[src/rtl/core/smcd_pkg.sv]
// Shared types and constants for the serial motor command decoder.
package smcd_pkg;

	localparam int unsigned POS_W = 6;

	typedef logic [7:0]       byte_t;
	typedef logic [POS_W-1:0] pos_t;

	typedef enum logic [1:0] {
		TUNE_NONE   = 2'd0,
		TUNE_FIRST  = 2'd1,
		TUNE_SECOND = 2'd2
	} tune_t;

	localparam byte_t NEWLINE_BYTE  = 8'h0a;
	localparam byte_t DUTY_AT_RESET = 8'h5f;
	localparam byte_t STEP_AT_RESET = 8'h11;

	localparam pos_t CMD_POS = pos_t'(2);
	localparam pos_t VAL_POS = pos_t'(4);

	// Command letters, lower case
	localparam byte_t CMD_DRIVE   = 8'h64; // d
	localparam byte_t CMD_STOP    = 8'h73; // s
	localparam byte_t CMD_REVERSE = 8'h72; // r
	localparam byte_t CMD_HIGHER  = 8'h68; // h
	localparam byte_t CMD_LOWER   = 8'h6c; // l
	localparam byte_t CMD_VALUE   = 8'h76; // v
	localparam byte_t CMD_TUNE1   = 8'h6d; // m
	localparam byte_t CMD_TUNE2   = 8'h61; // a

	localparam byte_t UPPER_FIRST = 8'h41; // A
	localparam byte_t UPPER_LAST  = 8'h5a; // Z
	localparam byte_t CASE_OFFSET = 8'h20;

	typedef struct packed {
		logic  line_end;
		logic  lamp_on;
		logic  drive_forward;
		logic  drive_reverse;
		byte_t pwm_duty;
		tune_t tune_start;
	} result_t;

	function automatic byte_t fold_case(input byte_t c);
		byte_t r;
		r = c;
		if (c >= UPPER_FIRST && c <= UPPER_LAST) begin
			r = c + CASE_OFFSET;
		end
		return r;
	endfunction

endpackage

[src/rtl/core/smcd_core.sv]
// Line state, command execution and motor/lamp state registers.
module smcd_core #(
	parameter int unsigned LINE_LENGTH = 40
) (
	input  logic             clk,
	input  logic             arst_n,
	input  logic             advance,
	input  smcd_pkg::byte_t  rx_byte,
	input  smcd_pkg::byte_t  duty_step,
	output smcd_pkg::result_t result
);
	import smcd_pkg::*;

	localparam pos_t LineLen = pos_t'(LINE_LENGTH);

	pos_t  pos_q, pos_n;
	byte_t cmd_q, cmd_n;
	byte_t val_q, val_n;
	byte_t duty_q, duty_n;
	logic  fwd_q, fwd_n;
	logic  rev_q, rev_n;
	logic  lamp_q, lamp_n;
	tune_t tune;
	logic  ended;

	always_comb begin
		pos_n  = pos_q;
		cmd_n  = cmd_q;
		val_n  = val_q;
		duty_n = duty_q;
		fwd_n  = fwd_q;
		rev_n  = rev_q;
		lamp_n = lamp_q;
		tune   = TUNE_NONE;
		ended  = 1'b0;
		if (rx_byte == NEWLINE_BYTE) begin
			// A newline landing on a stored slot clears that slot first
			if (pos_q == CMD_POS) begin
				cmd_n = '0;
			end else if (pos_q == VAL_POS) begin
				val_n = '0;
			end
			case (fold_case(cmd_n))
				CMD_DRIVE: begin
					fwd_n = 1'b1;
					rev_n = 1'b0;
				end
				CMD_STOP: begin
					fwd_n = 1'b0;
					rev_n = 1'b0;
				end
				CMD_REVERSE: begin
					fwd_n = 1'b0;
					rev_n = 1'b1;
				end
				CMD_HIGHER: duty_n = duty_q + duty_step;
				CMD_LOWER: begin
					lamp_n = ~lamp_q;
					duty_n = duty_q - duty_step;
				end
				CMD_VALUE: duty_n = val_n;
				CMD_TUNE1: tune = TUNE_FIRST;
				CMD_TUNE2: tune = TUNE_SECOND;
				default: ;
			endcase
			pos_n = '0;
			ended = 1'b1;
		end else begin
			if (pos_q == CMD_POS) begin
				cmd_n = rx_byte;
			end else if (pos_q == VAL_POS) begin
				val_n = rx_byte;
			end
			// hold at the line length until the next newline
			if (pos_q < LineLen) begin
				pos_n = pos_q + pos_t'(1);
			end
		end
	end

	always_comb begin
		result.line_end      = ended;
		result.lamp_on       = lamp_n;
		result.drive_forward = fwd_n;
		result.drive_reverse = rev_n;
		result.pwm_duty      = duty_n;
		result.tune_start    = tune;
	end

	always_ff @(posedge clk or negedge arst_n) begin
		if (!arst_n) begin
			pos_q  <= '0;
			cmd_q  <= '0;
			val_q  <= '0;
			duty_q <= DUTY_AT_RESET;
			fwd_q  <= 1'b1;
			rev_q  <= 1'b0;
			lamp_q <= 1'b1;
		end else if (advance) begin
			pos_q  <= pos_n;
			cmd_q  <= cmd_n;
			val_q  <= val_n;
			duty_q <= duty_n;
			fwd_q  <= fwd_n;
			rev_q  <= rev_n;
			lamp_q <= lamp_n;
		end
	end

endmodule

[src/rtl/core/serial_motor_command_decoder.sv]
// Serial motor command decoder top level: input register, core, result register.
// Path: an accepted item is held in the input register, and its result is then captured
// in the result register when the output side is free.
// Throughput: one item per cycle; each stage advances whenever the stage after it drains.
// Reset: arst_n clears both stages, sets duty 95, forward on, reverse off, lamp on,
// duty_step 17, and clears the line position and stored command and value bytes.
module serial_motor_command_decoder #(
	parameter int unsigned LINE_LENGTH = 40
) (
	input  logic            clk,
	input  logic            arst_n,
	input  logic            in_valid,
	output logic            in_ready,
	input  smcd_pkg::byte_t rx_byte,
	output logic            out_valid,
	input  logic            out_ready,
	output logic            line_end,
	output logic            lamp_on,
	output logic            drive_forward,
	output logic            drive_reverse,
	output smcd_pkg::byte_t pwm_duty,
	output logic [1:0]      tune_start,
	input  logic            cfg_valid,
	output logic            cfg_ready,
	input  smcd_pkg::byte_t cfg_data
);
	import smcd_pkg::*;

	logic    valid_s1;
	byte_t   rx_byte_s1;
	logic    valid_s2;
	result_t res_s2;
	result_t res_next;
	byte_t   duty_step_q;
	logic    advance;

	assign advance   = valid_s1 && (!valid_s2 || out_ready);
	assign in_ready  = !valid_s1 || advance;
	assign cfg_ready = 1'b1;

	always_ff @(posedge clk or negedge arst_n) begin
		if (!arst_n) begin
			duty_step_q <= STEP_AT_RESET;
		end else if (cfg_valid) begin
			duty_step_q <= cfg_data;
		end
	end

	always_ff @(posedge clk or negedge arst_n) begin
		if (!arst_n) begin
			valid_s1 <= 1'b0;
		end else if (in_ready) begin
			valid_s1 <= in_valid;
		end
	end

	always_ff @(posedge clk) begin
		if (in_ready && in_valid) begin
			rx_byte_s1 <= rx_byte;
		end
	end

	smcd_core #(
		.LINE_LENGTH(LINE_LENGTH)
	) u_core (
		.clk      (clk),
		.arst_n   (arst_n),
		.advance  (advance),
		.rx_byte  (rx_byte_s1),
		.duty_step(duty_step_q),
		.result   (res_next)
	);

	always_ff @(posedge clk or negedge arst_n) begin
		if (!arst_n) begin
			valid_s2 <= 1'b0;
		end else if (advance) begin
			valid_s2 <= 1'b1;
		end else if (out_ready) begin
			valid_s2 <= 1'b0;
		end
	end

	always_ff @(posedge clk) begin
		if (advance) begin
			res_s2 <= res_next;
		end
	end

	assign out_valid     = valid_s2;
	assign line_end      = res_s2.line_end;
	assign lamp_on       = res_s2.lamp_on;
	assign drive_forward = res_s2.drive_forward;
	assign drive_reverse = res_s2.drive_reverse;
	assign pwm_duty      = res_s2.pwm_duty;
	assign tune_start    = res_s2.tune_start;

endmodule
[config.mk]
export PLATFORM = sky130hd
export DESIGN_NAME = serial_motor_command_decoder
export DESIGN_NICKNAME = d
export VERILOG_FILES = /design/src/rtl/core/smcd_pkg.sv /design/src/rtl/core/smcd_core.sv /design/src/rtl/core/serial_motor_command_decoder.sv
export SDC_FILE = /design/constraint.sdc
export NUM_CORES = 1
export LEC_CHECK = 0
export BUFFER_PORTS_ARGS = -buffer_cell sky130_fd_sc_hd__clkbuf_2
export CORE_MARGIN = 5
export CORE_UTILIZATION = 55
export CTS_CLUSTER_DIAMETER = 60
export CTS_CLUSTER_SIZE = 16
export DETAILED_ROUTE_END_ITERATION = 8
export HOLD_SLACK_MARGIN = 0.03
export PLACE_DENSITY = 0.76
export SYNTH_ARGS = -nofsm -noshare
export SYNTH_HDL_FRONTEND = slang
export SYNTH_SLANG_ARGS = --single-unit
export TNS_END_PERCENT = 30
[constraint.sdc]
create_clock -name clk -period 10.58 [get_ports clk]
set_input_delay 1.058 -clock clk [delete_from_list [all_inputs] [get_ports clk]]
set_output_delay 1.058 -clock clk [all_outputs]
set_load 0.01 [all_outputs]
==> run_results.csv, run 1 <==
group,metric,value,unit
sta,finalSetupViolations,0,
setup_path,cpMaxStageDelayCell,"or4_4",
sta,rsz0062_at_grt,"no",
routing,drc_errors,0,
clock_tree,ctsLongestPathBuffers,2,
floorplan,die_w,87.6,µm
routing,dr_wl_met3,401,µm
routing,drt-vias-per-instance,5.67,
cells_and_area,n_fill_cell,455,
logic_synthesis,ys_warn_count,0,
clock_tree,post-cts-setup-buffers,0,
setup_path,worst-path-buf-inv,1,
sta,hold_violations,0,
power,powerDensity,214,nW/µm²
routing,dr.pass1.iters,4,
sta,final_max_slew_viol_count,0,
logic_synthesis,synth_async_sr_flop_share,0.662,
grt,first_global_vias,2401,
grt,track_usage,0.198,
logic_synthesis,yosysMostFrequentCell,"nand2_1",
floorplan,start_util,0.562,
sta,whs,0.499,ns
clock_tree,cts_resized,0,
grt,overflow,0,
grt,antenna_found_initial,0,
routing,top_layer,"met4",
logic_synthesis,yosysSeqAreaShare,0.528,
clock_tree,cts_tree,"done",
logic_synthesis,syn-mean-instance-area,10.6,µm²
floorplan,dieHeight,87.6,µm
cells_and_area,final_core_util,0.648,
logic_synthesis,postSynthCellCount,312,
routing,vias,2461,
floorplan,core_area,5890,µm²
setup_path,slowest_delay,0.55,ns
logic_synthesis,synth_common_cells,"38 x nand2_1, 33 x dfrtp_1, 27 x nor2_1, 27 x o21ai_0, 22 x edfxtp_1",
sta,tightest_slew,1.08,ns
sta,max_slew_margin,0.283,
routing,wl_met1,3010,µm
placement,preCtsSetupSlack,6.11,ns
logic_synthesis,synth_area_leaders,"dfrtp_1 25%, edfxtp_1 20%, dfstp_2 7.9%",
clock_tree,clk_latency,0.34,ns
sta,setup_ws,6.08,ns
logic_synthesis,synth_area,3310,µm²
routing,met2_length,3310,µm
setup_path,path_cells,"or3_1 -> or2_2 -> and2_1 -> ha_1 -> a21oi_1 -> or4_4 -> nor3_4 -> mux2_4 -> inv_2 -> ha_1 -> nor2b_1 -> o31ai_1 -> a21oi_1 -> xor2_1 -> a22oi_1 -> o21ai_0",
cells_and_area,nets,388,
job,maxCapViolations,0,
routing,drt-initial-drc-count,171,
floorplan,rows,28,
placement,dpl.hpwl,5220,µm
placement,place_congestion,0.936,
grt,grt_pass1_wl,11600,µm
floorplan,die_area,7670,µm²
logic_synthesis,yosysTopAreaCell,"dfrtp_1",
cells_and_area,diodes,0,
sta,min_period_over_period,0.426,
min_path,hold_path.class,"flop to flop",
logic_synthesis,yosysUniqueCellTypes,45,
placement,io_buffers,36,
setup_path,worst-setup-path-type,"flop to flop",
clock_tree,htreeDepth,3,
clock_tree,root_buffer,"clkbuf_8",
routing,avgRoutedWirePerCell,15.8,µm
power,cellLeakagePower,1.58,nW
logic_synthesis,netlist.area_leader.share,0.249,
setup_path,critPathRequiredTime,10.66,ns
setup_path,arrival,4.59,ns
outcome,outcome,"finished clean",
cells_and_area,area_growth,15.2,%
power,peakVddDrop,0.130,mV
power,finalPower,0.815,mW
routing,drtAntennaViolNets,0,
logic_synthesis,synthFlopType,"dfrtp_1",
logic_synthesis,ys_ff_latch,65,
setup_path,path_max_fanout,6,
setup_path,crit_family,"simple AND/OR/NAND/NOR gates",
clock_tree,numCtsBuffers,9,
setup_path,start_kind,"flop",
setup_path,end_kind,"flop",
sta,tns,0,ns
logic_synthesis,synth_edf_count,22,
clock_tree,cts.sinks,65,
clock_tree,cts_hold_buffers,0,
floorplan,pin_count,38,
grt,grt_max_degree,44,
sta,finClkSkew,0.00756,ns
sta,fmax,222,MHz
routing,wl,6840,µm
logic_synthesis,syn_nets,346,
cells_and_area,drive_gt1_frac,0.234,
clock_tree,clkSlewWorstSetupHoldPaths,0.07,ns
sta,min_period,4.50,ns
-- layout make-up --
class,count,area [µm²],area share
Multi-Input combinational cell,228,1480,0.389
Inverter,13,48.8,0.0128
Clock buffer,9,124,0.0325
Sequential cell,65,1750,0.459
Clock inverter,7,126,0.0331
Timing Repair Buffer,37,188,0.0492
Tap cell,75,93.8,0.0246
-- registers in the layout, summed over array words and instances, names as in the netlist, 2 cells and up --
| signal | flops |
|---|---|
| u_core.cmd_q | 8 |
| tune_start | 2 |
| pwm_duty | 8 |
| u_core.pos_q | 6 |
| duty_step_q | 8 |
| u_core.duty_q | 8 |
| rx_byte_s1 | 8 |
| u_core.val_q | 8 |
-- worst register-to-register path, cell delays in order (launching register included) --
cell,delay [ns]
dfrtp_1,0.40
or3_1,0.44
or2_2,0.38
and2_1,0.18
ha_1,0.27
a21oi_1,0.08
or4_4,0.55
nor3_4,0.31
mux2_4,0.35
inv_2,0.05
ha_1,0.21
nor2b_1,0.14
o31ai_1,0.33
a21oi_1,0.14
xor2_1,0.15
a22oi_1,0.18
o21ai_0,0.11
-- final timing paths --
kind,start,end,slack (ns),cells after the start
max in group asynchronous,arst_n,u_core.duty_q[5]$_DFFE_PN0P_,9.02,1
min in group asynchronous,arst_n,u_core.pos_q[1]$_DFFE_PN0P_,0.91,1
max,u_core.pos_q[5]$_DFFE_PN0P_,pwm_duty[5]$_DFFE_PP_,6.08,16
max reg2reg,u_core.pos_q[5]$_DFFE_PN0P_,pwm_duty[5]$_DFFE_PP_,6.08,16
min reg2reg,valid_s1$_DFFE_PN0N_,out_valid$_DFFE_PN0P_,0.50,1
min,valid_s1$_DFFE_PN0N_,out_valid$_DFFE_PN0P_,0.50,1
-- cells by family (layout without fill, tap and decap cells) --
kind of cell / after synthesis / count (layout) / synth area share
buffers and inverters: 19 / 66 / 0.0234
adder cells (fa/ha/maj): 13 / 13 / 0.0514
flip-flops: 65 / 65 / 0.528
XOR/XNOR: 16 / 16 / 0.0423
AND/OR/NAND/NOR: 120 / 120 / 0.181
other: 1 / 1 / 0.00113
AO/OA/AOI/OAI: 63 / 63 / 0.120
multiplexers: 15 / 15 / 0.0522
-- report_power, final --
part	total, mW	leakage, nW	internal, mW	switching, mW
clock network	0.258	0.122	0.159	0.0989
registers	0.364	0.729	0.311	0.0528
logic	0.193	0.733	0.0837	0.109
total	0.815	1.58	0.554	0.261
-- metal layers --
| metal | track usage | vias up |
|---|---|---|
| met3 | 0.0442 | 10 |
| met2 | 0.321 | 83 |
| met5 | 0 | - |
| met4 | 0.0907 | 0 |
| met1 | 0.255 | 1157 |
| li1 | - | 1211 |
-- placed cells by master (no fill, tap or decap), drive strengths merged, types with 3 or more instances in the layout --
cell	n
nor2b	3
dfrtp	33
o21a	4
o21ai	27
or3	4
or2	3
o31ai	4
bufinv	3
xor2	6
and2	6
nand3	7
nor4	5
nand4	7
edfxtp	22
nand2b	8
mux2	15
nor3	6
o221ai	3
dfstp	10
inv	15
or4	3
a22oi	6
a21oi	7
xnor2	10
a22o	4
ha	12
nand2	38
clkbuf	45
nor2	27
-- through the flow --
stage                     cells  area [µm²]
final                       434        3810
after global routing        434        3810
after CTS                   434        3810
after detailed placement    418        3560
after global placement      418        3560
after floorplan             312        3310
Note: power is estimated with default switching activity, not from simulation.
==> run 2, diff against run 1 <==
--- a/config.mk
+++ b/config.mk
@@ -7,12 +7,12 @@
 export LEC_CHECK = 0
 export BUFFER_PORTS_ARGS = -buffer_cell sky130_fd_sc_hd__clkbuf_2
 export CORE_MARGIN = 5
-export CORE_UTILIZATION = 55
+export CORE_UTILIZATION = 52
 export CTS_CLUSTER_DIAMETER = 60
 export CTS_CLUSTER_SIZE = 16
 export DETAILED_ROUTE_END_ITERATION = 8
 export HOLD_SLACK_MARGIN = 0.03
-export PLACE_DENSITY = 0.76
+export PLACE_DENSITY = 0.75
 export SYNTH_ARGS = -nofsm -noshare
 export SYNTH_HDL_FRONTEND = slang
 export SYNTH_SLANG_ARGS = --single-unit
==> constraint.sdc (replaced) <==
create_clock -name clk -period 4.1 [get_ports clk]
set_input_delay 0.41 -clock clk [delete_from_list [all_inputs] [get_ports clk]]
set_output_delay 0.41 -clock clk [all_outputs]
set_load 0.01 [all_outputs]
==> run 2 against run 1 <==
The run now ends with setup timing left; first-iteration DRC count up 9.4%; register-to-register slack worse by 6.1 ns; non-clock buffer count up 12; sequential share of layout area down 1.2 points; sequential power rose to 2.6 times the previous value; critical path type unchanged; largest cell class unchanged; highest routed layer unchanged.
==> run_results.csv, run 2 (same netlist as run 1, synthesis figures left out) <==
group,metric,value,unit
grt,overflow,0,
clock_tree,root_buffer,"clkbuf_8",
grt,grt_pass1_wl,11800,µm
floorplan,pin_count,38,
clock_tree,htreeDepth,3,
sta,min_period,4.11,ns
clock_tree,cts.sinks,65,
cells_and_area,area.sequential,1750,µm²
floorplan,rows,29,
job,maxCapViolations,0,
setup_path,path_cells,"or3_4 -> or2_4 -> and2_4 -> ha_4 -> a21oi_2 -> or4_4 -> nor3_4 -> mux2_4 -> fa_2 -> nor2b_2 -> o31a_1 -> o22ai_2 -> xnor2_1 -> a22oi_1 -> o21ai_1",
setup_path,start_kind,"flop",
setup_path,critPathRequiredTime,4.18,ns
outcome,outcome,"finished, violations left",
routing,wl,7110,µm
setup_path,rrSetupSlack,-0.006,ns
placement,io_buffers,36,
power,p_sw_frac,0.345,
setup_path,cpMaxStageDelayCell,"or4_4",
power,powerDensity,512,nW/µm²
cells_and_area,drive_gt1_frac,0.296,
cells_and_area,final_common_cell,"nand2_1",
cells_and_area,nets,400,
routing,avgRoutedWirePerCell,15.9,µm
sta,setup_ws,-0.00608,ns
sta,finalSetupViolations,1,
grt,antenna_found_initial,0,
clock_tree,clkSlewWorstSetupHoldPaths,0.07,ns
clock_tree,ctsLongestPathBuffers,2,
placement,dpl.hpwl,5310,µm
routing,drt-vias-per-instance,5.73,
clock_tree,clk_latency,0.34,ns
grt,grt_max_degree,44,
setup_path,end_kind,"flop",
placement,place_congestion,0.921,
placement,placed_area,3680,µm²
sta,max_slew_margin,0.475,
cells_and_area,area_growth,18.3,%
sta,fmax,244,MHz
grt,first_global_vias,2503,
routing,drt-initial-drc-count,187,
cells_and_area,diodes,0,
sta,hold_violations,0,
floorplan,dieHeight,89.8,µm
cells_and_area,instances_no_fill,448,
routing,dr.pass1.iters,5,
power,p_clk_frac,0.229,
cells_and_area,final_area,3920,µm²
power,peakVddDrop,0.378,mV
power,combPwrFrac,0.303,
setup_path,worst-r2r-cell-count,15,
routing,drtAntennaViolNets,0,
power,cellLeakagePower,1.63,nW
routing,vias,2569,
cells_and_area,most-common-layout-cells,"38 x nand2_1, 36 x clkbuf_2, 33 x dfrtp_1, 26 x nor2_1",
power,power_frac_seq,0.468,
min_path,hold_path.class,"primary input to asynchronous set/reset pin",
sta,tns,-0.00608,ns
routing,drc_errors,0,
setup_path,arrival,4.19,ns
setup_path,worst-setup-path-type,"flop to flop",
sta,finClkSkew,0.00902,ns
sta,rsz0062_at_grt,"yes",
setup_path,slowest_delay,0.52,ns
floorplan,die_w,89.8,µm
cells_and_area,n_fill_cell,500,
sta,final_max_slew_viol_count,0,
setup_path,path_max_fanout,3,
floorplan,die_area,8060,µm²
clock_tree,numCtsBuffers,9,
placement,post-place-cells,426,
power,finalPower,2.01,mW
power,switchingPower,0.692,mW
clock_tree,cts_tree,"done",
sta,whs,0.132,ns
floorplan,start_util,0.527,
sta,min_period_over_period,1.00,
power,power.internal,1.31,mW
outcome,failed_checks,"setup timing",
floorplan,core_area,6280,µm²
sta,tightest_slew,0.780,ns
grt,track_usage,0.179,
cells_and_area,multi_input_area,1570,µm²
## run 2: cell count changes in the layout (fill, tap and decap cells not counted), moves of 3 or more
cell	before	now
o21ai_1	0	5
bufinv_16	3	0
o21ai_0	27	22
ha_1	12	9
buf_4	1	12
## run 2: power groups by stage
stage / clock network (mW) / registers, mW / logic (mW)
2_1_floorplan: 0 / 0.904 / 0.429
5_1_grt: 0.508 / 0.954 / 0.678
3_5_place_dp: 0 / 0.947 / 0.564
4_1_cts: 0.469 / 0.936 / 0.569
6_report: 0.459 / 0.939 / 0.608
3_3_place_gp: 0 / 0.942 / 0.552
## run 2: through the flow
step / setup WS, ns / util
final: -0.00608 / 0.624
after global routing: -0.177 / 0.624
after CTS: 0.00280 / 0.613
after detailed placement: -0.0494 / 0.586
after global placement: 0.0403 / 0.586
after floorplan: -0.0363 / -
## run 2: final timing paths
path                                           endpoint                         start
setup / recovery                  pwm_duty[6]$_DFFE_PP_   u_core.pos_q[5]$_DFFE_PN0P_
hold / removal              u_core.val_q[7]$_DFFE_PN0P_                        arst_n
setup reg to reg                  pwm_duty[6]$_DFFE_PP_   u_core.pos_q[5]$_DFFE_PN0P_
hold reg to reg            u_core.duty_q[6]$_DFFE_PN1P_  u_core.duty_q[6]$_DFFE_PN1P_
max in group asynchronous    duty_step_q[4]$_DFFE_PN1P_                        arst_n
min in group clk                rx_byte_s1[6]$_DFFE_PP_                    rx_byte[6]
## run 2: timing repair
| action | CTS | global route |
|---|---|---|
| endpoints found under the hold margin | 0 | 0 |
| resized for setup | 2 | 9 |
| pin swaps | 2 | 19 |
| hold buffers | 0 | 0 |
| endpoints found under the setup margin | 3 | 6 |
| setup buffers | 0 | 6 |
## run 2: final cells by class
class | count | share of cell area
clock inverters | 7 | 0.0121
repair buffers | 49 | 0.0719
flip-flops and latches | 65 | 0.447
clock buffers | 9 | 0.0316
multi-input cells | 228 | 0.401
inverters | 13 | 0.0125
well taps | 77 | 0.0246
## run 2: critical path: cells and delay by family (launching register included)
kind / cells / cell delay, ns
adder cells (fa/ha/maj): 2 / 0.64
AO/OA/AOI/OAI: 5 / 0.61
multiplexers: 1 / 0.35
XOR/XNOR: 1 / 0.13
flip-flops: 1 / 0.40
AND/OR/NAND/NOR: 6 / 1.74
## run 2: layer usage
| metal | global-route usage | part of all wire |
|---|---|---|
| met3 | 0.0509 | 0.061 |
| met1 | 0.237 | 0.44 |
| met4 | 0.0819 | 0.032 |
| met5 | 0 | 0 |
| met2 | 0.271 | 0.47 |
==> run 3, diff against run 2 <==
--- a/config.mk
+++ b/config.mk
@@ -13,6 +13,8 @@
 export DETAILED_ROUTE_END_ITERATION = 8
 export HOLD_SLACK_MARGIN = 0.03
 export PLACE_DENSITY = 0.75
+export RECOVER_POWER = 50
+export SKIP_CTS_REPAIR_TIMING = 1
 export SYNTH_ARGS = -nofsm -noshare
 export SYNTH_HDL_FRONTEND = slang
 export SYNTH_SLANG_ARGS = --single-unit
==> run 3 against run 2 <==
Clock power barely moved; global-route usage is essentially flat; the run ends with capacitance limit, slew limit left; cell area about the same; critical endpoint unchanged; sequential power about the same; combinational power about the same; clock skew about the same; register-to-register slack improved by 0.09 ns.
==> run_results.csv, run 3 (same netlist as run 1, synthesis figures left out) <==
group,metric,value,unit
power,p_sw_frac,0.344,
job,maxCapViolations,1,
sta,tns,0,ns
power,powerDensity,512,nW/µm²
setup_path,path_max_fanout,3,
floorplan,die_w,89.8,µm
outcome,outcome,"finished, violations left",
cells_and_area,drive_gt1_frac,0.272,
clock_tree,clk_latency,0.34,ns
setup_path,slowest_delay,0.52,ns
floorplan,pin_count,38,
cells_and_area,instances_no_fill,449,
cells_and_area,area.sequential,1750,µm²
clock_tree,root_buffer,"clkbuf_8",
sta,finClkSkew,0.00922,ns
placement,place_congestion,0.921,
grt,first_global_vias,2507,
sta,min_period_over_period,0.979,
cells_and_area,n_fill_cell,504,
placement,dpl.hpwl,5310,µm
setup_path,critPathRequiredTime,4.18,ns
grt,grt_pass1_wl,11800,µm
sta,hold_violations,0,
outcome,failed_checks,"capacitance limit, slew limit",
power,combPwrFrac,0.303,
sta,max_slew_margin,-0.496,
grt,overflow,0,
floorplan,start_util,0.527,
setup_path,arrival,4.10,ns
cells_and_area,most-common-layout-cells,"38 x nand2_1, 33 x dfrtp_1, 30 x clkbuf_2, 26 x nor2_1, 24 x o21ai_0",
clock_tree,cts.sinks,65,
placement,post-place-cells,426,
grt,antenna_found_initial,0,
routing,drc_errors,0,
floorplan,dieHeight,89.8,µm
routing,drtAntennaViolNets,0,
setup_path,worst-setup-path-type,"flop to flop",
setup_path,worst-path-buf-inv,0,
setup_path,start_kind,"flop",
sta,min_period,4.02,ns
power,power.internal,1.31,mW
routing,vias,2514,
cells_and_area,multi_input_area,1570,µm²
sta,rsz0062_at_grt,"yes",
clock_tree,htreeDepth,3,
sta,finalSetupViolations,0,
setup_path,cpMaxStageDelayCell,"or4_4",
routing,wl,7050,µm
cells_and_area,diodes,0,
power,p_clk_frac,0.229,
routing,dr.pass1.iters,5,
power,peakVddDrop,0.378,mV
power,cellLeakagePower,1.61,nW
placement,io_buffers,36,
clock_tree,cts_tree,"done",
power,power_frac_seq,0.468,
clock_tree,clkSlewWorstSetupHoldPaths,0.07,ns
sta,fmax,249,MHz
routing,drt-vias-per-instance,5.60,
sta,tightest_slew,2.24,ns
power,switchingPower,0.689,mW
sta,final_max_slew_viol_count,44,
floorplan,core_area,6280,µm²
grt,grt_max_degree,44,
setup_path,end_kind,"flop",
clock_tree,numCtsBuffers,9,
floorplan,rows,29,
clock_tree,ctsLongestPathBuffers,2,
cells_and_area,nets,401,
min_path,hold_path.class,"primary input to flop",
grt,track_usage,0.179,
setup_path,path_cells,"or3_4 -> or2_4 -> and2_4 -> ha_4 -> a21oi_2 -> or4_4 -> nor3_4 -> mux2_4 -> fa_2 -> nor2b_4 -> o31a_1 -> o22ai_2 -> xnor2_1 -> a22oi_1 -> o21ai_1",
floorplan,die_area,8060,µm²
routing,drt-initial-drc-count,201,
routing,avgRoutedWirePerCell,15.7,µm
setup_path,crit_family,"simple AND/OR/NAND/NOR gates",
cells_and_area,area_growth,18.3,%
cells_and_area,final_common_cell,"nand2_1",
[run 3: cell types whose count changed in the layout (fill, tap and decap cells not counted), moves of 2 or more]
cell / delta
dfstp_1: +2
o21ai_1: -2
clkbuf_1: +7
clkbuf_2: -6
o21ai_0: +2
dfstp_2: -2
[run 3: per-stage QoR]
| stage | utilization | power [mW] | instance area [µm²] | hold WS (ns) | setup slack, ns |
|---|---|---|---|---|---|
| 4_1_cts | 0.613 | 1.97 | 3850 | 0.146 | -0.0702 |
| 2_1_floorplan | - | 1.33 | 3390 | 0.114 | -0.0363 |
| 3_5_place_dp | 0.586 | 1.51 | 3680 | 0.488 | -0.0494 |
| 5_1_grt | 0.624 | 2.14 | 3920 | 0.224 | -0.0852 |
| 6_report | 0.624 | 2.00 | 3920 | 0.244 | 0.0843 |
| 3_3_place_gp | 0.586 | 1.49 | 3680 | 0.479 | 0.0403 |
[run 3: per-layer routing]
metal  track usage  part of all wire  wire [µm]  up-vias
met1         0.238              0.43       3050     1187
met3        0.0509             0.065        459       16
met2         0.271              0.47       3320       78
met5             0                 0          0        -
li1              -                 -          -     1233
met4        0.0819             0.031        218        0
[run 3: power by group through the flow]
stage               registers, mW  logic (mW)  clock network, mW
finish                      0.937       0.608              0.459
global route                0.953       0.680              0.508
CTS                         0.935       0.568              0.469
detailed placement          0.947       0.564                  0
global placement            0.942       0.552                  0
floorplan                   0.904       0.429                  0
[run 3: worst register-to-register path: stages, from the launching register on]
cell     delay, ns
dfrtp_1       0.40
or3_4         0.39
or2_4         0.27
and2_4        0.17
ha_4          0.25
a21oi_2       0.05
or4_4         0.52
nor3_4        0.19
mux2_4        0.35
fa_2          0.40
nor2b_4       0.12
o31a_1        0.19
o22ai_2       0.09
xnor2_1       0.13
a22oi_1       0.19
o21ai_1       0.08
[run 3: cell type report]
| class | count | area share |
|---|---|---|
| clock buffers | 9 | 0.0316 |
| flip-flops and latches | 65 | 0.447 |
| multi-input cells | 228 | 0.402 |
| well taps | 77 | 0.0246 |
| repair buffers | 50 | 0.0709 |
| clock inverters | 7 | 0.0121 |
| inverters | 13 | 0.0125 |
[run 3: worst paths after layout]
| kind | from | end | slack (ns) | cells past startpoint |
|---|---|---|---|---|
| worst max-delay path | u_core.pos_q[5]$_DFFE_PN0P_ | pwm_duty[6]$_DFFE_PP_ | 0.08 | 15 |
| worst min-delay path | rx_byte[6] | rx_byte_s1[6]$_DFFE_PP_ | 0.24 | 1 |
| worst max register to register | u_core.pos_q[5]$_DFFE_PN0P_ | pwm_duty[6]$_DFFE_PP_ | 0.08 | 15 |
| worst min register to register | u_core.lamp_q$_DFFE_PN1P_ | u_core.lamp_q$_DFFE_PN1P_ | 0.50 | 1 |
| max in group asynchronous | arst_n | duty_step_q[5]$_DFFE_PN0P_ | 1.99 | 2 |
| min in group asynchronous | arst_n | u_core.rev_q$_DFFE_PN0P_ | 0.83 | 2 |
